<file path="src/hw/rtl/fgam_pkg.sv">
package fgam_pkg;

  typedef enum logic [1:0] {
    OP_RESTART = 2'd0,
    OP_OPEN    = 2'd1,
    OP_SAMPLE  = 2'd2,
    OP_CLOSE   = 2'd3
  } op_e;

  typedef enum logic [2:0] {
    ST_IDLE,
    ST_ADD_L,
    ST_ADD_R,
    ST_DRAIN,
    ST_SEND,
    ST_FRAME,
    ST_CLOSE,
    ST_STATUS
  } state_e;

  localparam int unsigned SampleW = 16;
  localparam int unsigned SumW    = 32;
  localparam int unsigned SpaceW  = 6;

  // one request to the shared accumulate unit
  typedef struct packed {
    logic add;
    logic sel_right;
    logic clear;
  } acc_ctrl_t;

endpackage

</file>
<file path="src/hw/rtl/frame_gated_audio_mixer_fifo.sv">
// Frame-gated stereo mixer with an output ring buffer.
// Command channel: an item (op, channel, samples, sink space) transfers at a
// rising edge with start_i high and busy_o low; busy_o stays high until the
// item has finished, and no new item is taken meanwhile.
// Result channel: every result is shown for one cycle with out_valid_o high;
// the receiver cannot stall it. Each item ends with a status result (last_o),
// which may follow zero or more sink samples (is_status_o low).
// Each drained sample passes a ring read state (ST_DRAIN) and a send state
// (ST_SEND) through the registered read port; both sums share one 32-bit
// accumulate adder, so the left addition and the right addition run in turn.
// Reset clears the ring pointers, prefill flag, channel masks and sums. The
// ring contents are not cleared; only entries already written are read.
module frame_gated_audio_mixer_fifo #(
  parameter int unsigned RING_DEPTH = 32,
  parameter int unsigned CHANNELS   = 16
) (
  input  logic                              clk_i,
  input  logic                              rst_ni,
  input  logic                              start_i,
  output logic                              busy_o,
  input  logic [1:0]                        op_i,
  input  logic [3:0]                        channel_i,
  input  logic signed [fgam_pkg::SampleW-1:0] left_in_i,
  input  logic signed [fgam_pkg::SampleW-1:0] right_in_i,
  input  logic [fgam_pkg::SpaceW-1:0]       sink_space_i,
  output logic                              out_valid_o,
  output logic                              is_status_o,
  output logic signed [fgam_pkg::SampleW-1:0] left_out_o,
  output logic signed [fgam_pkg::SampleW-1:0] right_out_o,
  output logic                              accepted_o,
  output logic                              stop_sink_o,
  output logic                              last_o
);
  import fgam_pkg::*;

  localparam int unsigned IdxW = $clog2(RING_DEPTH);
  localparam int unsigned EntW = 2 * SampleW;

  state_e state_q, state_d;

  op_e                 op_q, op_d;
  logic [3:0]          chan_q, chan_d;
  logic signed [SampleW-1:0] lin_q, lin_d, rin_q, rin_d;
  logic [SpaceW-1:0]   space_q, space_d;
  logic                acc_q, acc_d, stop_q, stop_d;
  logic [IdxW-1:0]     wr_q, wr_d, rd_q, rd_d;
  logic                prefilled_q, prefilled_d;
  logic [CHANNELS-1:0] open_q, open_d, contrib_q, contrib_d;

  logic [CHANNELS-1:0] ch_bit, open_after_close;
  logic                frame_done, close_stop;
  logic [IdxW-1:0]     wr_next, rd_next;

  acc_ctrl_t           acc_ctrl;
  logic [SumW-1:0]     left_sum, right_sum;

  logic                ram_we, ram_re;
  logic [EntW-1:0]     ram_rdata;

  fgam_acc u_acc (
    .clk_i      (clk_i),
    .rst_ni     (rst_ni),
    .ctrl_i     (acc_ctrl),
    .left_i     (lin_q),
    .right_i    (rin_q),
    .left_sum_o (left_sum),
    .right_sum_o(right_sum)
  );

  fgam_ram #(
    .Width(EntW),
    .Depth(RING_DEPTH)
  ) u_ring (
    .clk_i  (clk_i),
    .we_i   (ram_we),
    .waddr_i(wr_q),
    .wdata_i({left_sum[SampleW-1:0], right_sum[SampleW-1:0]}),
    .re_i   (ram_re),
    .raddr_i(rd_q),
    .rdata_o(ram_rdata)
  );

  // shifting past the mask width leaves no bit set for channels out of range
  assign ch_bit           = {{(CHANNELS-1){1'b0}}, 1'b1} << chan_q;
  assign frame_done       = (open_q & ~contrib_q) == '0;
  assign open_after_close = open_q & ~ch_bit;
  assign close_stop       = open_after_close == '0;
  assign wr_next = (wr_q == IdxW'(RING_DEPTH - 1)) ? '0 : wr_q + IdxW'(1);
  assign rd_next = (rd_q == IdxW'(RING_DEPTH - 1)) ? '0 : rd_q + IdxW'(1);

  always_comb begin
    state_d     = state_q;
    op_d        = op_q;
    chan_d      = chan_q;
    lin_d       = lin_q;
    rin_d       = rin_q;
    space_d     = space_q;
    acc_d       = acc_q;
    stop_d      = stop_q;
    wr_d        = wr_q;
    rd_d        = rd_q;
    prefilled_d = prefilled_q;
    open_d      = open_q;
    contrib_d   = contrib_q;
    acc_ctrl    = '0;
    ram_we      = 1'b0;
    ram_re      = 1'b0;

    case (state_q)
      ST_IDLE: begin
        if (start_i) begin
          op_d    = op_e'(op_i);
          chan_d  = channel_i;
          space_d = sink_space_i;
          acc_d   = 1'b0;
          stop_d  = 1'b0;
          // a close feeds the channel a zero sample
          lin_d   = (op_e'(op_i) == OP_CLOSE) ? '0 : left_in_i;
          rin_d   = (op_e'(op_i) == OP_CLOSE) ? '0 : right_in_i;
          state_d = ST_STATUS;
          if (op_e'(op_i) == OP_RESTART) begin
            prefilled_d = 1'b0;
          end else if ({1'b0, channel_i} < 5'(CHANNELS)) begin
            if (op_e'(op_i) == OP_OPEN) begin
              state_d = ST_STATUS;
              open_d    = open_q | ({{(CHANNELS-1){1'b0}}, 1'b1} << channel_i);
              contrib_d = contrib_q & ~({{(CHANNELS-1){1'b0}}, 1'b1} << channel_i);
            end else begin
              state_d = ST_ADD_L;
            end
          end
        end
      end
      ST_ADD_L: begin
        if ((contrib_q & ch_bit) == '0) begin
          acc_ctrl.add = 1'b1;
          acc_d        = 1'b1;
        end
        state_d = ST_ADD_R;
      end
      ST_ADD_R: begin
        if (acc_q) begin
          acc_ctrl.add       = 1'b1;
          acc_ctrl.sel_right = 1'b1;
          contrib_d          = contrib_q | ch_bit;
        end
        state_d = ST_DRAIN;
      end
      ST_DRAIN: begin
        if (prefilled_q && (rd_q != wr_q) && (space_q != '0)) begin
          ram_re  = 1'b1;
          state_d = ST_SEND;
        end else begin
          state_d = ST_FRAME;
        end
      end
      ST_SEND: begin
        rd_d    = rd_next;
        space_d = space_q - SpaceW'(1);
        state_d = ST_DRAIN;
      end
      ST_FRAME: begin
        if (frame_done) begin
          if (wr_next == rd_q) begin
            prefilled_d = 1'b1;
          end else begin
            ram_we         = 1'b1;
            wr_d           = wr_next;
            contrib_d      = '0;
            acc_ctrl.clear = 1'b1;
          end
        end
        state_d = (op_q == OP_CLOSE) ? ST_CLOSE : ST_STATUS;
      end
      ST_CLOSE: begin
        contrib_d = contrib_q & ~ch_bit;
        open_d    = open_after_close;
        stop_d    = close_stop;
        state_d   = ST_STATUS;
      end
      ST_STATUS: begin
        state_d = ST_IDLE;
      end
      default: begin
        state_d = ST_IDLE;
      end
    endcase
  end

  always_ff @(posedge clk_i or negedge rst_ni) begin
    if (!rst_ni) begin
      state_q     <= ST_IDLE;
      wr_q        <= '0;
      rd_q        <= '0;
      prefilled_q <= 1'b0;
      open_q      <= '0;
      contrib_q   <= '0;
      acc_q       <= 1'b0;
      stop_q      <= 1'b0;
    end else begin
      state_q     <= state_d;
      wr_q        <= wr_d;
      rd_q        <= rd_d;
      prefilled_q <= prefilled_d;
      open_q      <= open_d;
      contrib_q   <= contrib_d;
      acc_q       <= acc_d;
      stop_q      <= stop_d;
    end
  end

  always_ff @(posedge clk_i) begin
    op_q    <= op_d;
    chan_q  <= chan_d;
    lin_q   <= lin_d;
    rin_q   <= rin_d;
    space_q <= space_d;
  end

  logic close_send;
  assign close_send = (state_q == ST_CLOSE) && close_stop && (space_q != '0);

  assign busy_o      = state_q != ST_IDLE;
  assign out_valid_o = (state_q == ST_SEND) || close_send || (state_q == ST_STATUS);
  assign is_status_o = state_q == ST_STATUS;
  assign left_out_o  = (state_q == ST_SEND) ? ram_rdata[EntW-1:SampleW] : '0;
  assign right_out_o = (state_q == ST_SEND) ? ram_rdata[SampleW-1:0] : '0;
  assign accepted_o  = (state_q == ST_STATUS) && acc_q;
  assign stop_sink_o = (state_q == ST_STATUS) && stop_q;
  assign last_o      = state_q == ST_STATUS;

`ifndef SYNTHESIS
  a_result_in_item: assert property (@(posedge clk_i) disable iff (!rst_ni)
    out_valid_o |-> busy_o)
    else $error("result outside an item");

  a_start_busy: assert property (@(posedge clk_i) disable iff (!rst_ni)
    (start_i && !busy_o) |=> busy_o)
    else $error("transfer did not raise busy");

  a_last_ends_item: assert property (@(posedge clk_i) disable iff (!rst_ni)
    (out_valid_o && last_o) |=> !busy_o)
    else $error("item continues after its status");

  a_ring_port: assert property (@(posedge clk_i) disable iff (!rst_ni)
    !(ram_we && ram_re))
    else $error("ring read and write in one cycle");

  a_sample_flags: assert property (@(posedge clk_i) disable iff (!rst_ni)
    (out_valid_o && !is_status_o) |-> (!accepted_o && !stop_sink_o && !last_o))
    else $error("status flags on a sink sample");
`endif

endmodule

</file>
<file path="src/hw/rtl/fgam_ram.sv">
module fgam_ram #(
  parameter int unsigned Width = 32,
  parameter int unsigned Depth = 32,
  localparam int unsigned AddrW = $clog2(Depth)
) (
  input  logic             clk_i,
  input  logic             we_i,
  input  logic [AddrW-1:0] waddr_i,
  input  logic [Width-1:0] wdata_i,
  input  logic             re_i,
  input  logic [AddrW-1:0] raddr_i,
  output logic [Width-1:0] rdata_o
);

  logic [Width-1:0] mem_q [Depth];
  logic [Width-1:0] rdata_q;

  always_ff @(posedge clk_i) begin
    if (we_i) begin
      mem_q[waddr_i] <= wdata_i;
    end
    if (re_i) begin
      rdata_q <= mem_q[raddr_i];
    end
  end

  assign rdata_o = rdata_q;

endmodule

</file>
<file path="src/hw/rtl/fgam_acc.sv">
module fgam_acc (
  input  logic                              clk_i,
  input  logic                              rst_ni,
  input  fgam_pkg::acc_ctrl_t               ctrl_i,
  input  logic signed [fgam_pkg::SampleW-1:0] left_i,
  input  logic signed [fgam_pkg::SampleW-1:0] right_i,
  output logic [fgam_pkg::SumW-1:0]         left_sum_o,
  output logic [fgam_pkg::SumW-1:0]         right_sum_o
);
  import fgam_pkg::*;

  logic [SumW-1:0] left_q, left_d, right_q, right_d;
  logic signed [SampleW-1:0] operand;
  logic signed [SampleW:0]   widened, adjusted, quot;
  logic [SumW-1:0]           addend, sum_sel, result;

  // sample / 4 rounded toward zero: bias negatives by 3 before the shift
  always_comb begin
    operand  = ctrl_i.sel_right ? right_i : left_i;
    widened  = {operand[SampleW-1], operand};
    adjusted = widened + (operand[SampleW-1] ? (SampleW+1)'(3) : '0);
    quot     = adjusted >>> 2;
    addend   = {{(SumW-SampleW-1){quot[SampleW]}}, quot};
    sum_sel  = ctrl_i.sel_right ? right_q : left_q;
    result   = sum_sel + addend;
  end

  always_comb begin
    left_d  = left_q;
    right_d = right_q;
    if (ctrl_i.clear) begin
      left_d  = '0;
      right_d = '0;
    end else if (ctrl_i.add) begin
      if (ctrl_i.sel_right) begin
        right_d = result;
      end else begin
        left_d = result;
      end
    end
  end

  always_ff @(posedge clk_i or negedge rst_ni) begin
    if (!rst_ni) begin
      left_q  <= '0;
      right_q <= '0;
    end else begin
      left_q  <= left_d;
      right_q <= right_d;
    end
  end

  assign left_sum_o  = left_q;
  assign right_sum_o = right_q;

endmodule

</file>
<file path="config.mk">
export PLATFORM = sky130hd
export DESIGN_NAME = frame_gated_audio_mixer_fifo
export DESIGN_NICKNAME = d
export VERILOG_FILES = /design/src/hw/rtl/fgam_pkg.sv /design/src/hw/rtl/frame_gated_audio_mixer_fifo.sv /design/src/hw/rtl/fgam_ram.sv /design/src/hw/rtl/fgam_acc.sv
export SDC_FILE = /design/constraint.sdc
export NUM_CORES = 1
export LEC_CHECK = 0
export BUFFER_PORTS_ARGS = -buffer_cell sky130_fd_sc_hd__buf_2
export CAP_MARGIN = 20
export CORE_ASPECT_RATIO = 1.5
export CORE_MARGIN = 8
export CORE_UTILIZATION = 45
export CTS_BUF_LIST = sky130_fd_sc_hd__clkbuf_2 sky130_fd_sc_hd__clkbuf_4 sky130_fd_sc_hd__clkbuf_8
export CTS_CLUSTER_SIZE = 14
export DETAILED_ROUTE_END_ITERATION = 7
export GPL_ROUTABILITY_DRIVEN = 0
export PLACE_DENSITY = 0.71
export SETUP_SLACK_MARGIN = 0.15
export SYNTH_ARGS = -nofsm -noshare
export SYNTH_HDL_FRONTEND = slang
export SYNTH_SLANG_ARGS = --single-unit
export TNS_END_PERCENT = 30
</file>
<file path="constraint.sdc">
create_clock -name clk_i -period 6.28 [get_ports clk_i]
set_input_delay 1.256 -clock clk_i [delete_from_list [all_inputs] [get_ports clk_i]]
set_output_delay 1.256 -clock clk_i [all_outputs]
set_load 0.03 [all_outputs]
</file>
Word-level counts from Yosys, hierarchy flattened
Memory sizes are Yosys's and may differ from the RTL's. A register that Yosys moved wholly into a read port is not among the register bits.
Cells that the tools add are included.
{"block": "word_totals", "rom_bits": 0, "mem_bits_rw": 1024, "elab_cells": 143, "out_inout_bits": 38, "n_memories": 1, "ff_bits": 156, "inputBits": 47, "latch_bits": 0}
{"memory": "u_ring.mem_q", "words": 32, "width": 32, "read_ports": 1, "rd_ports_with_merged_regs": 1, "write_ports": 1, "line": "fgam_ram.sv:15", "rtl": "logic [Width-1:0] mem_q [Depth];"}
{"block": "op_classes", "div": 0, "reduce_logical": 33, "n_shift": 2, "magnitude_cmp": 0, "n_mux": 52, "addsub": 5, "mul": 0, "eq_ne": 24, "bitwise_logic": 11}
{"operator": "32-bit two-way mux", "n": 7}
{"operator": "16-bit two-way mux", "n": 12}
{"operator": "16-bit bitwise AND", "n": 5}
{"operator": "16-bit case mux with 4 select lines", "n": 1}
{"operator": "16-bit logical NOT", "n": 3}
{"operator": "16-bit NOT", "n": 3}
{"operator": "32-bit adder", "n": 1}
{"operator": "16-bit OR", "n": 2}
{"operator": "16-bit case mux with 2 select lines", "n": 1}
{"operator": "1-bit by 4-bit << shifter with 16-bit output (first input constant)", "n": 2}
{"operator": "3-bit case mux with 7 select lines", "n": 1}
{"operator": "2-bit != test (second input constant)", "n": 10}
{"operator": "17-bit adder", "n": 1}
{"operator": "1-bit two-way mux", "n": 17}
{"operator": "3-bit == test (second input constant)", "n": 4}
{"operator": "6-bit case mux with 2 select lines", "n": 1}
{"operator": "2-bit nonzero test", "n": 6}
{"operator": "5-bit by 1-bit adder with 5-bit output (second input constant)", "n": 2}
{"operator": "5-bit == test (second input constant)", "n": 2}
{"operator": "5-bit two-way mux", "n": 2}
{"operator": "2-bit AND reduction", "n": 5}
{"operator": "3-bit two-way mux", "n": 3}
{"operator": "1-bit case mux with 2 select lines", "n": 4}
{"operator": "7-bit AND reduction", "n": 1}
{"operator": "other kinds (21)", "n": 31}

Longest topological paths before layout
{"block": "logic_depth", "depth_word": 9, "ltp_mapped": 22, "mapped_depth_nobuf": 19}

Hierarchy
A second synthesis with hierarchy kept.
{"block": "hier_totals", "hier_cells": 3472, "area_unflattened_um2": 51608.2}
{"module": "fgam_ram", "n_inst": 1, "cells_per_inst": 2260, "seq_area_each_um2": 31710.4, "area_each_um2": 40812.9}
{"module": "frame_gated_audio_mixer_fifo", "n_inst": 1, "cells_per_inst": 575, "seq_area_each_um2": 2522.4, "area_each_um2": 5519.0}
{"module": "fgam_acc", "n_inst": 1, "cells_per_inst": 637, "seq_area_each_um2": 1601.5, "area_each_um2": 5276.3}

Worst setup path after synthesis
OpenSTA, ideal clock, no wires.
{"block": "synth_path", "kind": "flip-flop to flip-flop", "start": "register state_q[0]", "end": "register u_acc.right_q[15], in the netlist u_acc.right_sum_o[15]", "stages_incl_launch_ff": 22, "synth_period_minus_slack_ns": 4.816, "n_path_buf": 3, "slack_ns": 1.464, "t_required_ns": 6.193, "arrival_time_ns": 4.730, "setup_ns": 0.087, "cell_sequence": "dfrtp_1 and4bb_4 buf_2 buf_1 clkbuf_1 nand2_1 nand2_1 ha_1 and3_1 a21o_1 or2_2 nand2_1 xor2_1 mux2i_1 ha_1 a211oi_1 o21a_1 a21oi_1 o41ai_1 o21ai_0 xnor2_1 a211oi_2"}
{"block": "synth_via", "elab_chain_len": 9, "elab_cells_between_ends": 17, "cone_classes": "2 x add/sub; 3 x eq/ne; 9 x mux; 3 x reduce/logical"}
{"element": "from (decl)", "line": "frame_gated_audio_mixer_fifo.sv:39", "rtl": "state_e state_q, state_d;"}
{"element": "from (signal assigned)", "line": "frame_gated_audio_mixer_fifo.sv:201", "rtl": "state_q <= state_d;"}
{"element": "3-bit by 2-bit == test with 1-bit output", "line": "frame_gated_audio_mixer_fifo.sv:109", "rtl": "case (state_q)"}
{"element": "1-bit two-way mux", "line": "frame_gated_audio_mixer_fifo.sv:109"}
{"element": "16-bit two-way mux", "line": "fgam_acc.sv:19", "rtl": "operand = ctrl_i.sel_right ? right_i : left_i;"}
{"element": "2-bit two-way mux", "line": "fgam_acc.sv:21", "rtl": "adjusted = widened + (operand[SampleW-1] ? (SampleW+1)'(3) : '0);"}
{"element": "17-bit adder", "line": "fgam_acc.sv:21"}
{"element": "32-bit adder", "line": "fgam_acc.sv:25", "rtl": "result = sum_sel + addend;"}
{"element": "32-bit two-way mux", "line": "fgam_acc.sv:35", "rtl": "if (ctrl_i.sel_right) begin"}
{"element": "32-bit two-way mux", "line": "fgam_acc.sv:34", "rtl": "end else if (ctrl_i.add) begin"}
{"element": "32-bit two-way mux", "line": "fgam_acc.sv:31", "rtl": "if (ctrl_i.clear) begin"}
{"element": "to (signal assigned)", "line": "fgam_acc.sv:49", "rtl": "right_q <= right_d;"}
{"element": "to (decl)", "line": "fgam_acc.sv:12", "rtl": "logic [SumW-1:0] left_q, left_d, right_q, right_d;"}
Parallel ways exist; a longest one is shown, timed or not. The select of a mux whose other input is x is not followed.
A chain may end at the register's enable or synchronous reset.

Worst setup path after layout
Same ends and word-level chain as after synthesis.

==> summary.txt <==
Setup path
  • CP arrival: 5.68 ns
  • CP max FO: 16
  • CP Launch Type: flop
  • Depth of the most critical reg-to-reg path: 19
  • Critical Path Sink Type: flop
  • Crit Path Category: reg2reg
  • CP Data Required Time: 6.97 ns

Power and ir drop
  • Clk pwr share: 25.8%
  • Reg power frac: 47.3%
  • Tot Pwr: around 23 mW
  • Leakage power: between 15 and 20 nW
  • Peak supply drop: about 0.35 mV
  • Switching Share: 30.37%
  • Internal power: 15.81 mW
  • Psw: 6.897 mW
  • P per Cell Area: 421.1 mW/mm^2
  • Logic pwr share: 26.9%

Route
  • DR vias: 24580
  • DRC: 0
  • DR WL/cell: 27.18 um
  • Vias per inst: 5.889
  • Final ANT Viol Nets: 0
  • Drt first pass iters: 5
  • Drt first-iter violations: 2444
  • Total Wirelength: 113.5 mm

CTS
  • H-tree levels: 4
  • CTS tree: done
  • Number of setup buffers added after CTS: 0
  • CTS-repair resized insts: 0
  • CTS Sinks: 1180
  • Hold Buf Count CTS: 0
  • Clk slew on worst S/H paths: 0.07 ns
  • TritonCTS Buffers: 162
  • Root buf cell: clkbuf_8
  • Clk Latency, worst-skew pair: 0.84 ns
  • Clock Path Buffers: 3

Yosys
  • Gate count after technology mapping: 2441
  • Syn_area_per_cell: 19.58 um^2
  • Yosys top cell area share: roughly 70%
  • Sequential-to-total area share from yosys stat: between 70% and 80%
  • Largest cells by area after synthesis: edfxtp_1 (69%), mux4_2 (15%), dfrtp_1 (4.2%), nand2_1 (1.3%), mux2_2 (0.80%)
  • Syn Std Cell Area: between 0.04 and 0.05 mm^2
  • Ys async rst share: 6.780%
  • Post-synth top flop: edfxtp_1
  • Synth Register Bits: around 1200
  • Synth area leader: edfxtp_1
  • Post-synth EDFFs: 1100
  • Yosys cell types: 70
  • Ys Warns: 0
  • Post-synth net total: 2514

STA
  • Final hold violations: 0
  • Post-layout min period: 4.989 ns
  • Fin crit share: 79.44%
  • F_max: 200.4 MHz
  • Final Max Tran Viols: 0
  • RSZ-0062 raised after global routing: false
  • Rel. slew slack: 22.00%
  • Tightest Pin Transition: 1.170 ns
  • Hold_ws: between 0.2 and 0.3 ns
  • Final Skew: 0.04320 ns
  • Fin worst setup slack: about 1.3 ns
  • Setup TNS: 0 ns
  • Final setup vio count: 0

Placement
  • Port Buffers: 84
  • Final HPWL DP: approximately 66 mm
  • Pre-CTS setup slack: approximately 1.3 ns

Final layout
  • Layout Nets: 2713
  • Commonest non-fill, non-tap cell in the layout: edfxtp_1
  • Fill cell count: 8260
  • Most frequent cells in the layout: edfxtp_1 (1100), mux4_2 (320), clkbuf_8 (171)
  • Share of layout cells above drive strength 1: 30.44%
  • Area Growth Syn to Fin: 12.82%
  • Post-layout util: 51.16%

Global route
  • First-pass GRT wire length: between 150 and 200 mm
  • Vias in the first global route: between 20000 and 30000
  • Largest net degree at the start of global routing: 147
  • Gr usage total: 19.23%
  • Initial antenna violation count: 1
  • GRT Residual Overflow: 0

Run
  • Max_cap viols: 0

Die
  • Die height: 415.2 um
  • Die area: 0.1171 mm^2
  • Row cnt: 146
  • Ports: 85
  • Core area: between 0.1 and 0.15 mm^2
  • Die Wd: 282.1 um
  • Starting Density: 45.35%

Status
  • Outcome: finished, final reports clean

Worst hold path
  • Worst hold path class: in2async
worst max-delay path, cell delays in order (launching register included):
cell	delay [ns]
dfrtp_1	0.53
and4bb_4	0.43
mux2i_1	0.25
inv_1	0.10
ha_1	0.29
nand3_1	0.10
nor2_1	0.24
o22ai_1	0.17
nor2_1	0.31
nand3_1	0.15
xor2_1	0.16
mux2i_1	0.10
ha_1	0.24
a21oi_1	0.35
a211o_1	0.20
a21oi_1	0.06
o41ai_1	0.59
o21ai_0	0.20
xnor2_1	0.26
a211oi_2	0.11
per-stage QoR:
stage / cell area, um^2 / std cells
CTS: 53470 / 4154
global route: 53930 / 4174
finish: 53930 / 4174
floorplan: 47800 / 2441
global placement: 50250 / 3864
detailed placement: 50250 / 3864
final timing paths:
check / startpoint / endpoint / slack (ns)
max: state_q[0]$_DFFE_PN0P_ / u_acc.right_sum_o[15]$_DFFE_PN0P_ / 1.29
min: rst_ni / u_acc.right_sum_o[4]$_DFFE_PN0P_ / 0.27
max reg2reg: state_q[0]$_DFFE_PN0P_ / u_acc.right_sum_o[15]$_DFFE_PN0P_ / 1.29
min reg2reg: prefilled_q$_DFFE_PN0P_ / prefilled_q$_DFFE_PN0P_ / 0.52
max in group asynchronous: rst_ni / rd_q[0]$_DFFE_PN0P_ / 4.80
min in group clk_i: prefilled_q$_DFFE_PN0P_ / prefilled_q$_DFFE_PN0P_ / 0.52
logic make-up after synthesis:
| logic type | share of synthesized area, % |
|---|---|
| flops | 73.29 |
| simple gates | 4.801 |
| mux | 16.57 |
| compound gates | 2.377 |
| buf+inv | 1.382 |
| xor+xnor | 0.8795 |
| fa+ha+maj | 0.6963 |
flip-flops by register name, summed over array words and instances (netlist names), 2 cells and up:
| signal | flops |
|---|---|
| chan_q | 4 |
| u_acc.left_sum_o | 16 |
| u_acc.right_sum_o | 16 |
| contrib_q | 16 |
| u_ring.mem_q | 1024 |
| u_ring.rdata_o | 32 |
| open_q | 16 |
| rd_q | 5 |
| wr_q | 5 |
| lin_q | 16 |
| op_q | 2 |
| space_q | 6 |
| state_q | 3 |
| rin_q | 16 |
cell type report:
cell class / count / area (um^2) / area share, %
flip-flops and latches: 1180 / 35050 / 64.99
multi-input cells: 1100 / 12360 / 22.93
inverters: 26 / 97.59 / 0.1810
diodes: 2 / 5.005 / 0.009280
clock inverters: 61 / 427.9 / 0.7935
clock buffers: 229 / 2789 / 5.171
repair buffers: 170 / 1436 / 2.663
well taps: 1406 / 1759 / 3.262
cell usage after synthesis (all sizes together) (6+ instances only):
library cell	n
mux4	320
inv	26
a31oi	23
nor2	85
a21oi	48
nand4	21
a211oi	8
nand3b	6
clkbuf	81
mux2	36
o21a	7
buf	54
and2	46
nor3	15
ha	25
dfrtp	80
edfxtp	1100
a22o	13
nand2b	10
xnor2	25
nand2	163
o21ai	34
nor2b	26
nor4	6
xor2	23
nand3	29
and3	39
mux2i	31
o31ai	8
metal layers:
layer | vias up | global-route usage, % | share of wire (%)
li1 | 10320 | - | -
met1 | 12820 | 24.12 | 37
met2 | 1180 | 32.82 | 52
met3 | 253 | 3.839 | 7.8
met4 | 0 | 7.241 | 3.3
met5 | - | 0 | 0
power groups by stage:
stage	clock network, mW	logic, mW	registers [mW]
CTS	5.96	5.40	11.2
global placement	0	5.30	11.3
finish	5.86	6.10	10.7
global route	6.27	6.55	10.8
floorplan	0	4.25	10.6
detailed placement	0	5.38	11.4
Note: power is estimated with default switching activity, not from simulation.
